### src/hw/rtl/btfa_pkg.sv
// Shared types and constants for the turbo button block.
package btfa_pkg;

  localparam int BTN_COUNT   = 14;
  localparam int TIME_BITS   = 48;
  localparam int PERIOD_BITS = 32;

  typedef logic [BTN_COUNT-1:0]   btn_t;
  typedef logic [TIME_BITS-1:0]   stamp_t;
  typedef logic [PERIOD_BITS-1:0] period_t;

  // Toggle arming phase of one channel
  typedef enum logic [1:0] {
    PH_NORMAL  = 2'd0,
    PH_WAITING = 2'd1,
    PH_READING = 2'd2
  } phase_t;

  // Item kinds carried in the opcode
  localparam logic OP_SAMPLE = 1'b0;
  localparam logic OP_TOGGLE = 1'b1;

  // Config register indexes
  localparam logic REG_ENABLE = 1'b0;
  localparam logic REG_PERIOD = 1'b1;

  localparam period_t PERIOD_RESET = period_t'(50000);

  // Stored state of one button
  typedef struct packed {
    logic   sup;
    logic   turbo;
    logic   syn;
    stamp_t last;
  } lane_state_t;

  // Held / pressed / released bits of one button
  typedef struct packed {
    logic hold;
    logic trig;
    logic rel;
  } lane_bits_t;

endpackage

### src/hw/rtl/btfa_pick.sv
// Lowest-index pick of the newly pressed button that flips turbo.
module btfa_pick (
  input  btfa_pkg::btn_t cand,
  input  logic           arm,
  output btfa_pkg::btn_t pick,
  output logic           found
);
  import btfa_pkg::*;

  // Isolate lowest set bit
  assign pick  = arm ? (cand & (~cand + btn_t'(1))) : '0;
  assign found = arm && (|cand);

endmodule

### config.mk
export PLATFORM = sky130hd
export DESIGN_NAME = btfa_pick
export DESIGN_NICKNAME = d
export VERILOG_FILES = /design/src/hw/rtl/btfa_pkg.sv /design/src/hw/rtl/btfa_pick.sv
export SDC_FILE = /design/constraint.sdc
export NUM_CORES = 1
export LEC_CHECK = 0
export ABC_AREA = 1
export BUFFER_PORTS_ARGS = -buffer_cell sky130_fd_sc_hd__buf_4
export CAP_MARGIN = 20
export CORE_AREA = 5 5 42 44
export DETAILED_ROUTE_END_ITERATION = 16
export DIE_AREA = 0 0 47 49
export SLEW_MARGIN = 20
export SYNTH_ARGS = -nofsm -noshare
export SYNTH_HDL_FRONTEND = slang
export SYNTH_SLANG_ARGS = --single-unit
### constraint.sdc
create_clock -name vclk -period 1.15
set_clock_uncertainty 0.1 [all_clocks]
set_input_delay 0.1725 -clock vclk [all_inputs]
set_output_delay 0.1725 -clock vclk [all_outputs]
set_load 0.05 [all_outputs]
== Yosys cells after proc, flatten, opt, wreduce, memory -nomap -nowiden ==
Cells that the tools add are included.
Storage, ports and cells
  register bits: 0
  input bits: 15
  word-level logic and storage cells: 6
Cells by class
  add/subtract/negate cells: 1
  multiplexer cells: 1
  bitwise logic cells: 2
  reduce and logical (&&, ||, !) cells: 2
Operators by type and width (count)
  $add A14 B1 Y14 const B: 1
  $and A14 B14 Y14: 1
  $mux W14: 1
  $not A14 Y14: 1
  $reduce_or A14 Y1: 1
  $logic_and A1 B1 Y1: 1

== Depth between registers and ports, before layout ==
  depth in word-level cells: 4
  mapped depth: 5
  gate-level depth less buffers: 5

== Worst setup path before layout ==
No wires, ideal clock.
  kind: input-to-output
  start: in arm
  end: out pick[2]
  arrival time: 1.515 ns
  slack: -0.638 ns
  cell stages on the path: 3
  buffers on the path: 1
  cell sequence: buf_2 -> inv_1 -> nor3_1
On the way
  word-level cells in the longest chain between the ends: 1
Ends and longest elaborated chain
  from (decl): RTL line btfa_pick.sv:4  | input logic arm,
  $mux W14: RTL line btfa_pick.sv:11  | assign pick = arm ? (cand & (~cand + btn_t'(1))) : '0;
  to (decl): RTL line btfa_pick.sv:5  | output btfa_pkg::btn_t pick,
Every way passes these cells.

== Final worst setup path ==
  start: in cand[0]
  end: out pick[12]
On the way
  word-level cells in the longest chain between the ends: 4
Ends and longest elaborated chain
  from (decl): RTL line btfa_pick.sv:3  | input btfa_pkg::btn_t cand,
  $not A14 Y14: RTL line btfa_pick.sv:11
  $add A14 B1 Y14: RTL line btfa_pick.sv:11
  $and A14 B14 Y14: RTL line btfa_pick.sv:11
  $mux W14: RTL line btfa_pick.sv:11
Every way passes these cells.

==> summary.md <==
| Metric | Value |
|---|---|
| Slowest stage delay, CP | `0.15 ns` |
| Largest net degree at the start of global routing | `6` |
| Hold path depth | `4` |
| CP required | `0.88 ns` |
| Max-slew violations | `0` |
| Worst Tran Pin Value | `0.179 ns` |
| Number of global-route vias before repair | `522` |
| Commonest non-fill, non-tap cell in the layout | `buf_4` |
| Crit-path most repeated cell | `nor2_4` |
| Sequential cell area | `0 um2` |
| Die footprint | `2300 um2` |
| Top-level I/O count | `30` |
| CP startpoint kind | `input pin` |
| P_sw | `0.000120 W` |
| DR DRC count | `0` |
| Mapped Area | `226 um2` |
| Switching Share | `52.6%` |
| Syn Area/Cell | `4.36 um2` |
| CP Cell Sequence | `buf_6, nor2_4, nand2_2, nor2_4, nand2_4, nor2_4, buf_8` |
| Register area share after synthesis | `0%` |
| Hold crit path type | `in -> out` |
| Rel. slew slack | `88.0%` |
| Most frequent cells in the layout | `buf_4 (23), buf_6 (15), nor2_4 (11)` |
| Fin util | `62.8%` |
| CP max-delay cell | `nor2_4` |
| Worst path top cell family by delay | `simple AND/OR/NAND/NOR gates` |
| RSZ-0062 raised after global routing | `yes` |
| P_leak | `0.392 nW` |
| Gpl congestion | `0.666` |
| Violated checks | `negative setup slack` |
| Cell count after synthesis | `52` |
| Register share of total power | `0%` |
| CP endpoint kind | `output pin` |
| Final hold vios | `0` |
| First-pass GRT wire length | `2040 um` |
| Logic pwr share | `100.0%` |
| Hold_sp | `cand[1]` |
| Gr usage total | `11.1%` |
| Final setup viols | `12` |
| IO Port Bufs | `30` |
| Pwr per Cell Area | `259 nW/um2` |
| Antenna-violating nets left | `0` |
| Number of clock buffers in the layout | `0` |
| Hold EP | `pick[1]` |
| Place WS | `-0.220 ns` |
| Synthesized Nets | `67` |
| Core Footprint | `1400 um2` |
| Routing usage on met1 | `12.9%` |
| Worst setup margin | `-0.118 ns` |
| Fmax | `789 MHz` |
| Pint | `0.000108 W` |
| Starting Density | `16.2%` |
| Initial drt markers | `2` |
| Crit Path Max Fanout | `3` |
| DPL Wire Length | `1020 um` |
| M3 GR Usage | `1.11%` |
| Die Wd | `47 um` |
| Yosys warnings | `0` |
| Worst Path Buf+Inv | `2` |
| Clk network pwr share | `0%` |
| Initial antenna violation count | `0` |
| Max-Cap Viols | `0` |
| DR pass1 iterations | `4` |
| Vias | `483` |
| Share of layout cells above drive strength 1 | `80.0%` |
| Final WL | `1270 um` |
| GRT met2 Usage | `21.7%` |
| Die height | `49 um` |
| Vias per std cell | `4.35` |
| Status | `finished with violations` |
| FFs & Latches | `0` |
| Worst Path Arrival | `1.00 ns` |
| Remaining Overflow, GRT | `0` |
| Max IR drop VDD | `0.159 mV` |
| Antenna fix cells | `0` |
| Crit share post-route | `110%` |
| Layout area overhead | `288%` |
| Layout net count | `112` |
| Min cycle time layout | `1.27 ns` |
| Routed WL per cell | `11.4 um` |
| # rows | `14` |
| Crit Path Class | `in -> out` |
| Synth unique cells | `12` |
| GR peak layer | `met2` |
## power groups by stage
stage | sequential (W) | clock (W) | combinational [W]
2_1_floorplan | 0 | 0 | 0.0000987
3_3_place_gp | 0 | 0 | 0.000205
3_5_place_dp | 0 | 0 | 0.000207
4_1_cts | 0 | 0 | 0.000221
5_1_grt | 0 | 0 | 0.000243
6_report | 0 | 0 | 0.000228
## repair_timing
action / 4_1_cts / 5_1_grt
endpoints found under the setup margin: 12 / 13
hold buffers: 0 / 0
buffers inserted: 2 / 1
gates resized for setup: 22 / 7
pin swaps: 10 / 3
## worst max path at each step
stage	startpoint	endpoint	slack, ns	cells past startpoint
after floorplan	arm	pick[2]	-0.09	3
after global placement	cand[1]	pick[10]	-0.18	7
after detailed placement	cand[1]	pick[10]	-0.22	7
after CTS	cand[0]	pick[10]	-0.13	7
after global routing	cand[0]	pick[13]	-0.18	7
final	cand[0]	pick[12]	-0.12	7
## kinds of logic after synthesis
group                  after synthesis  synth area share [%]
AND/OR/NAND/NOR                     41                  80.7
buffers and inverters               10                  17.1
AO/OA/AOI/OAI                        1                  2.21
## cell usage after synthesis
cell type	instances	share of area (%)
buf_2	1	2.2
inv_1	9	15
a21oi_1	1	2.2
nand2_2	1	2.8
nand4_1	1	2.8
nand3_1	5	11
nand2_1	9	15
or2_2	1	2.8
nand3b_1	1	3.3
nor2_1	16	27
nor2_2	2	5.5
nor3_1	5	11
## layout make-up
type,instances,area [um2]
Fill cell,136,522
Multi-Input combinational cell,42,373
Tap cell,16,20.0
Inverter,9,45.0
Timing Repair Buffer,44,442
## worst min-delay path, delay by kind of cell
family	cells	cell delay, ns
buf+inv	2	0.28
simple gates	2	0.10
## metal layers
layer	vias up	wire length, um
met5	-	0
met4	0	0
met3	0	83
met2	17	740
met1	218	441
li1	248	-
## per-stage QoR
stage | TNS, ns | cell area [um2] | hold WS, ns | power (W) | std cells
5_1_grt | -1.80 | 880 | 0.639 | 0.000243 | 111
2_1_floorplan | -0.387 | 412 | 0.341 | 0.0000987 | 52
4_1_cts | -1.11 | 850 | 0.620 | 0.000221 | 110
3_5_place_dp | -1.72 | 753 | 0.645 | 0.000207 | 108
6_report | -1.13 | 880 | 0.620 | 0.000228 | 111
3_3_place_gp | -1.53 | 753 | 0.641 | 0.000205 | 108
No activity file was read; power rests on OpenSTA's default activity.
