==> config.mk <==
export PLATFORM = sky130hd
export DESIGN_NAME = btfa_lane
export DESIGN_NICKNAME = d
export VERILOG_FILES = /design/src/hw/rtl/btfa_pkg.sv /design/src/hw/rtl/btfa_lane.sv
export SDC_FILE = /design/constraint.sdc
export NUM_CORES = 1
export LEC_CHECK = 0
export BUFFER_PORTS_ARGS = -buffer_cell sky130_fd_sc_hd__buf_2
export CORE_ASPECT_RATIO = 1.4
export CORE_MARGIN = 4
export CORE_UTILIZATION = 40
export DETAILED_ROUTE_END_ITERATION = 6
export GPL_ROUTABILITY_DRIVEN = 0
export MAX_ROUTING_LAYER = met4
export PLACE_DENSITY = 0.65
export SYNTH_ARGS = -nofsm -noshare
export SYNTH_HDL_FRONTEND = slang
export SYNTH_SLANG_ARGS = --single-unit
==> constraint.sdc <==
create_clock -name vclk -period 10
set_input_delay 1.5 -clock vclk [all_inputs]
set_output_delay 1.5 -clock vclk [all_outputs]
set_load 0.01 [all_outputs]
==> src/hw/rtl/btfa_pkg.sv <==
// Shared types and constants for the turbo button block.
package btfa_pkg;

  localparam int BTN_COUNT   = 14;
  localparam int TIME_BITS   = 48;
  localparam int PERIOD_BITS = 32;

  typedef logic [BTN_COUNT-1:0]   btn_t;
  typedef logic [TIME_BITS-1:0]   stamp_t;
  typedef logic [PERIOD_BITS-1:0] period_t;

  // Toggle arming phase of one channel
  typedef enum logic [1:0] {
    PH_NORMAL  = 2'd0,
    PH_WAITING = 2'd1,
    PH_READING = 2'd2
  } phase_t;

  // Item kinds carried in the opcode
  localparam logic OP_SAMPLE = 1'b0;
  localparam logic OP_TOGGLE = 1'b1;

  // Config register indexes
  localparam logic REG_ENABLE = 1'b0;
  localparam logic REG_PERIOD = 1'b1;

  localparam period_t PERIOD_RESET = period_t'(50000);

  // Stored state of one button
  typedef struct packed {
    logic   sup;
    logic   turbo;
    logic   syn;
    stamp_t last;
  } lane_state_t;

  // Held / pressed / released bits of one button
  typedef struct packed {
    logic hold;
    logic trig;
    logic rel;
  } lane_bits_t;

endpackage

==> src/hw/rtl/btfa_lane.sv <==
// Per-button turbo logic: suppression, toggle flip, autofire timing.
module btfa_lane (
  input  btfa_pkg::lane_state_t cur,
  input  btfa_pkg::lane_bits_t  bits_in,
  input  logic                  picked,
  input  btfa_pkg::stamp_t      now,
  input  btfa_pkg::period_t     period,
  output btfa_pkg::lane_state_t nxt,
  output btfa_pkg::lane_bits_t  bits_out
);
  import btfa_pkg::*;

  stamp_t age;
  logic   fire;

  assign age  = now - cur.last;
  assign fire = age >= stamp_t'(period);

  always_comb begin
    nxt      = cur;
    bits_out = bits_in;
    if (cur.sup) begin
      // hidden until released
      nxt.sup  = bits_in.hold && !bits_in.rel;
      bits_out = '0;
    end else if (picked) begin
      nxt.turbo = !cur.turbo;
      nxt.sup   = 1'b1;
      nxt.last  = '0;
      bits_out  = '0;
    end else if (bits_in.trig) begin
      nxt.syn  = 1'b1;
      nxt.last = now;
    end else if (bits_in.rel) begin
      nxt.syn  = 1'b0;
      nxt.last = '0;
    end else if (bits_in.hold && cur.turbo) begin
      if (fire) begin
        // synthetic press or release
        nxt.last      = now;
        nxt.syn       = !cur.syn;
        bits_out.hold = !cur.syn;
        bits_out.trig = !cur.syn;
        bits_out.rel  = cur.syn;
      end else begin
        bits_out.hold = cur.syn;
      end
    end
  end

endmodule

# Word-level counts from Yosys, hierarchy flattened
# Cells that the tools add are included.
# Widths: inputs -> output; s select.
[op_classes]
n_addsub = 1
n_mul = 0
n_div = 0
n_lt_le_gt_ge = 1
n_eq_ne = 0
n_shift = 0
n_mux = 16
bitwise = 0
n_reduce_logical = 5
[op_table]
columns = ["cell", "count"]
rows = [
  ["$mux 49", 4],
  ["$mux 50", 1],
  ["$ge 48x32->1", 1],
  ["$mux 48", 1],
  ["$sub 48x48->48", 1],
  ["$mux 3", 5],
  ["$mux 2", 2],
  ["$logic_not 1->1", 3],
  ["$mux 1", 3],
  ["$logic_and 1x1->1", 2],
]
[word_totals]
register_bits = 0
latchBits = 0
ramBits = 0
mem_bits_ro = 0
input_bits = 135
wordCells = 23
mem_count = 0

# Logic depth before layout (Yosys ltp)
# Gate-level depths: netlist of run 1.
[logic_depth]
ltp_word = 8
ltp_mapped = 26
mapped_depth_nobuf = 25

# Worst setup path before layout of run 1
# OpenSTA, ideal clock, no wires.
[synth_path]
path_type = "input to output"
from = "in cur[14] (netlist name)"
to = "out nxt[18] (netlist name)"
t_arrival_ns = 6.641
required_ns = 8.500
slack_ns = 1.859
stages = 26
path_buffers = 4
cell_sequence = "inv_1 > ha_1 > clkbuf_1 > a21oi_1 > o21a_1 > nor2_1 > a211oi_1 > a21oi_1 > or2_2 > clkbuf_1 > a21oi_1 > xnor2_1 > ha_1 > a21oi_1 > o221ai_1 > a31oi_1 > nand3_1 > or4b_1 > a2111o_1 > a2111o_1 > or4_4 > nor4_2 > a311o_2 > buf_6 > buf_8 > a22o_1"
[synth_lines]
columns = ["element", "line", "text"]
rows = [
  ["start, declared", "btfa_lane.sv:3", "input btfa_pkg::lane_state_t cur,"],
  ["end, declared", "btfa_lane.sv:8", "output btfa_pkg::lane_state_t nxt,"],
]

==> results of run 1 <==
## power groups by stage
| stage | clock network, W | registers (W) | logic (W) |
|---|---|---|---|
| after CTS | 0 | 0 | 0.000415 |
| after detailed placement | 0 | 0 | 0.000412 |
| final | 0 | 0 | 0.000418 |
| after floorplan | 0 | 0 | 0.000293 |
| after global placement | 0 | 0 | 0.000409 |
| after global routing | 0 | 0 | 0.000465 |
## cell families (layout without fill, tap and decap cells)
family          count (synthesis)  count (layout)  share of synthesized area
compound gates                282             282                      0.377
xor+xnor                       36              36                     0.0601
fa+ha+maj                      82              82                      0.197
buf+inv                       130             277                      0.110
mux                             4               4                    0.00787
simple gates                  260             260                      0.248
## cells in the mapped netlist (all sizes together) (6+ instances only)
library cell  count
nand2b            6
nor2             66
a21oi            68
a31oi             7
nor4             11
buf              26
a22o             47
clkbuf           19
or3               6
or4               6
nor3             19
nand4            33
xnor2            21
nand3            14
xor2             15
o21ai            50
ha               81
a211oi           12
and3              6
or2               8
nand2            65
a21o             14
inv              85
o21a             20
## worst max-delay path by stage
stage	from	to	slack, ns	cells past startpoint
floorplan	cur[14]	nxt[18]	1.86	26
detailed placement	cur[18]	nxt[33]	0.90	24
CTS	cur[18]	nxt[37]	0.87	24
global placement	now[0]	nxt[21]	0.98	24
global route	cur[18]	nxt[38]	0.44	24
finish	now[0]	nxt[23]	0.79	26
## per-layer routing
metal	track usage	up-vias	share of wire
li1	-	3258	-
met1	0.258	3033	0.39
met2	0.449	242	0.52
met3	0.0157	52	0.053
met4	0.0733	0	0.039
met5	-	-	0
## final cells by class
| cell class | instances | area [sq um] |
|---|---|---|
| fill | 1425 | 6710 |
| inverter | 85 | 319 |
| multi-input combinational | 664 | 4670 |
| tap | 153 | 191 |
| timing repair buffer | 192 | 981 |
## worst max-delay path, delay by kind of cell
family,cells,cell delay [ns]
AND/OR/NAND/NOR,5,1.73
adder cells (fa/ha/maj),3,0.76
AO/OA/AOI/OAI,12,2.93
XOR/XNOR,1,0.10
buffers and inverters,5,0.64
## per-stage QoR
step / hold slack, ns / util / instance area [sq um]
after floorplan: 3.09 / - / 5250
after global placement: 3.31 / 0.479 / 6160
after detailed placement: 3.31 / 0.479 / 6160
after CTS: 3.31 / 0.479 / 6160
after global routing: 3.33 / 0.479 / 6160
final: 3.31 / 0.479 / 6160
==> flow_metrics.tcl, run 1 <==
set metrics [dict create \
    wl_per_cell_um 16.7 \
    insertedDiodeCount 0 \
    yosysSeqAreaShare 0 \
    cp-start-kind "primary input" \
    p_int_w 0.000174 \
    layout_commonest_cell "buf_2" \
    worst_slew_pin_slew_ns 0.751 \
    yosysTopAreaCellShare 0.193 \
    pwr-share-comb 1.000 \
    die-height_um 144 \
    ctsHoldBuffers 0 \
    seq_cell_count 0 \
    grt_max_degree 26 \
    io_buffer_count 189 \
    dp_hpwl_um 15800 \
    netlist_area_sq_um 5250 \
    ios 189 \
    antenna_left 0 \
    vias 6585 \
    grt_pass1_vias 6334 \
    yosysWarnings 0 \
    clock_buffers 0 \
    drtIter0Drc 330 \
    p_sw_w 0.000245 \
    p_leak_nw 3.13 \
    cts_setup_buffers 0 \
    grt_pass1_wl_um 29300 \
    finalSetupViolCount 0 \
    hp-class "in2out" \
    cp_data_arrival_time_ns 7.71 \
    fp.dieW_um 105 \
    dp.cells 1094 \
    area_delta_synth_final_pct 17.4 \
    cts_repair_resize_count 0 \
    total_power_w 0.000418 \
    fin_nets 1160 \
    min-delay-start "cur[12]" \
    clkPwrFrac 0 \
    hold_viol_final 0 \
    p_seq_frac 0 \
    num_rows 49 \
    fin_cells 1094 \
    initial_core_util 0.408 \
    fmax_mhz 109 \
    p_per_area_nw_per_um2 67.9 \
    grt.overflow.total 0 \
    ir_drop_mv 0.0259 \
    hold-path-endpoint "nxt[12]" \
    max-cap-violations 0 \
    path_class "in2out" \
    period_share 0.921 \
    dp_slack_ns 0.904 \
    drive_above_1_share 0.230 \
    drc_errors 0 \
    yosys.area.top_type "ha_1" \
    endpoint_kind "primary output" \
    wl_um 18300 \
    dieArea_sq_um 15000 \
    max_slew_margin 0.495 \
    via_per_inst 6.02 \
    crit_path_max_fanout 25 \
    seqCellArea_sq_um 0 \
    syn-num-nets 1011 \
    synthTopCellsByArea "ha_1, a22o_1, a21oi_1" \
    final_cell_mix "buf_2, inv_1, ha_1" \
    tns_ns 0 \
    status "complete, no violations" \
    synth_cell_types 74 \
    grt.total_usage 0.235 \
    synthCells 794 \
    grt_antenna_before_repair 0 \
    cpPeakStageDelay_ns 0.52 \
    required_ns 8.50 \
    final.min_clock_period_ns 9.21 \
    p_sw_frac 0.585 \
    fin_ws_ns 0.786 \
    core_sq_um 12900 \
    drv_slew 0 \
    postSynthAreaPerCell_sq_um 6.61 \
    rsz0062_at_grt "false" \
    whs_path_depth 3 \
    slowest_stage "or4b_1" \
    dr.pass1.iters 5 \
]
Power figures use the tool's default switching activity.
==> inputs of run 2 (changes only) <==
--- a/config.mk
+++ b/config.mk
@@ -5,6 +5,7 @@
 export SDC_FILE = /design/constraint.sdc
 export NUM_CORES = 1
 export LEC_CHECK = 0
+export ABC_AREA = 1
 export BUFFER_PORTS_ARGS = -buffer_cell sky130_fd_sc_hd__buf_2
 export CORE_ASPECT_RATIO = 1.4
 export CORE_MARGIN = 4
@@ -12,7 +13,8 @@
 export DETAILED_ROUTE_END_ITERATION = 6
 export GPL_ROUTABILITY_DRIVEN = 0
 export MAX_ROUTING_LAYER = met4
-export PLACE_DENSITY = 0.65
+export PLACE_DENSITY = 0.62
+export RECOVER_POWER = 100
 export SYNTH_ARGS = -nofsm -noshare
 export SYNTH_HDL_FRONTEND = slang
 export SYNTH_SLANG_ARGS = --single-unit
==> run 2 against run 1 <==
Against the previous run: the flow now finishes with violations (max-capacitance violations, max-slew violations); combinational power up 5.3%; design area up 30%; clock-buffer cell count unchanged; core utilization down 0.75 points; worst setup slack better by 1.5 ns; final cell count up 71%; via count up 33%; total power up 5.3%; non-clock buffer count unchanged; synthesized cell count up 87%; sequential share of layout area unchanged; largest power group unchanged.
==> flow_metrics.tcl, run 2 <==
set metrics [dict create \
    fp.dieW_um 120 \
    wl_per_cell_um 12.2 \
    finalSetupViolCount 0 \
    status "finished with violations" \
    p_sw_w 0.000278 \
    drv_slew 101 \
    critical_path_depth 25 \
    dr.pass1.iters 5 \
    drc_errors 0 \
    pwr-share-comb 1.000 \
    netlist_area_sq_um 6970 \
    yosysSeqAreaShare 0 \
    grt_pass1_vias 8248 \
    syn-num-nets 1701 \
    p_sw_frac 0.631 \
    yosys.area.top_type "nand2_1" \
    fin_nets 1858 \
    grt_pass1_wl_um 37700 \
    cp_data_arrival_time_ns 6.19 \
    fmax_mhz 130 \
    drtIter0Drc 429 \
    tns_ns 0 \
    synthTopCellsByCount "nand2_1, inv_1, nand3_1" \
    antenna_left 0 \
    required_ns 8.50 \
    slowest_stage "nand2_1" \
    crit_path_max_fanout 49 \
    grt.overflow.total 0 \
    path_class "in2out" \
    yosysWarnings 0 \
    initial_core_util 0.411 \
    fillers 2074 \
    max_slew_margin -0.552 \
    max-cap-violations 2 \
    hold_viol_final 0 \
    path_buf_inv 4 \
    ctsHoldBuffers 0 \
    synthCells 1484 \
    cts_setup_buffers 0 \
    worst_slew_pin_slew_ns 2.33 \
    layout_commonest_cell "nand2_1" \
    rsz0062_at_grt "false" \
    ir_drop_mv 0.0268 \
    whs_path_depth 4 \
    seqCellArea_sq_um 0 \
    synth_cell_types 36 \
    hp-class "in2out" \
    io_buffer_count 189 \
    p_per_area_nw_per_um2 55.1 \
    p_int_w 0.000162 \
    period_share 0.769 \
    cp_common_cell "nand2_1" \
    seq_cell_count 0 \
    p_seq_frac 0 \
    final.min_clock_period_ns 7.69 \
    failed_checks "max-capacitance violations, max-slew violations" \
    cpPeakStageDelay_ns 1.21 \
    synthTopCellsByArea "nand2_1, inv_1, ha_1" \
    finish.utilization 0.471 \
    grt_antenna_before_repair 0 \
    grt.total_usage 0.232 \
    via_per_inst 4.68 \
    clock_buffers 0 \
    vias 8756 \
    grt_max_degree 53 \
    dieArea_sq_um 19600 \
    clkPwrFrac 0 \
    insertedDiodeCount 0 \
    p_leak_nw 5.27 \
    area_delta_synth_final_pct 14.7 \
    drive_above_1_share 0.106 \
    path_delay_family "simple AND/OR/NAND/NOR gates" \
    endpoint_kind "primary output" \
    dp_hpwl_um 19500 \
    wl_um 22900 \
    core_sq_um 17000 \
    cp-start-kind "primary input" \
    yosysMostFrequentCell "nand2_1" \
    cts_repair_resize_count 0 \
    die-height_um 164 \
    yosysTopAreaCellShare 0.354 \
    ios 189 \
    postSynthAreaPerCell_sq_um 4.70 \
    final_cell_mix "nand2_1, inv_1, buf_2" \
    num_rows 56 \
]
[run 2: changes by cell type in the layout (fill, tap and decap cells not counted), sizes merged, moves of 36 or more]
cell	before	now
a22o	47	0
buf	192	141
clkbuf	0	51
inv	85	309
nand2	65	661
nand3	14	136
nor2	66	104
o21ai	50	14
[run 2: through the flow]
| step | setup WS, ns | cells | hold slack, ns | power, W | area (sq um) |
|---|---|---|---|---|---|
| 3_5_place_dp | 2.85 | 1871 | 3.29 | 0.000445 | 8060 |
| 6_report | 2.31 | 1871 | 3.29 | 0.000440 | 7990 |
| 2_1_floorplan | 3.78 | 1484 | 3.09 | 0.000312 | 6970 |
| 5_1_grt | 1.62 | 1871 | 3.32 | 0.000509 | 7990 |
| 4_1_cts | 2.84 | 1871 | 3.29 | 0.000447 | 8060 |
| 3_3_place_gp | 2.86 | 1871 | 3.29 | 0.000439 | 8060 |
[run 2: cells by family after synthesis]
logic type | share of synthesized area
AO/OA/AOI/OAI | 0.0655
adder cells (fa/ha/maj) | 0.148
XOR/XNOR | 0.0402
AND/OR/NAND/NOR | 0.552
buffers and inverters | 0.194
[run 2: tightest hold or removal path, delay by kind of cell]
kind / cells / cell delay [ns]
AND/OR/NAND/NOR: 2 / 0.09
buffers and inverters: 2 / 0.20
[run 2: final timing paths]
check	start	endpoint	slack [ns]
worst max-delay path	cur[6]	nxt[47]	2.31
worst min-delay path	cur[36]	nxt[36]	3.29
[run 2: area by class of cell]
cell class                 count  area (sq um)  area share
inverter                     311          1170       0.146
multi-input combinational   1136          5630       0.704
tap                          232           290      0.0363
timing repair buffer         192           905       0.113
[run 2: per-layer routing]
| metal | up-vias | share of wire | GRT usage |
|---|---|---|---|
| met2 | 214 | 0.52 | 0.455 |
| li1 | 4804 | - | - |
| met1 | 3700 | 0.42 | 0.260 |
| met5 | - | 0 | - |
| met3 | 38 | 0.037 | 0.00654 |
| met4 | 0 | 0.026 | 0.0495 |
[run 2: power groups by stage]
stage / Clock, W / Sequential [W] / Combinational [W]
2_1_floorplan: 0 / 0 / 0.000312
3_3_place_gp: 0 / 0 / 0.000439
3_5_place_dp: 0 / 0 / 0.000445
4_1_cts: 0 / 0 / 0.000447
5_1_grt: 0 / 0 / 0.000509
6_report: 0 / 0 / 0.000440
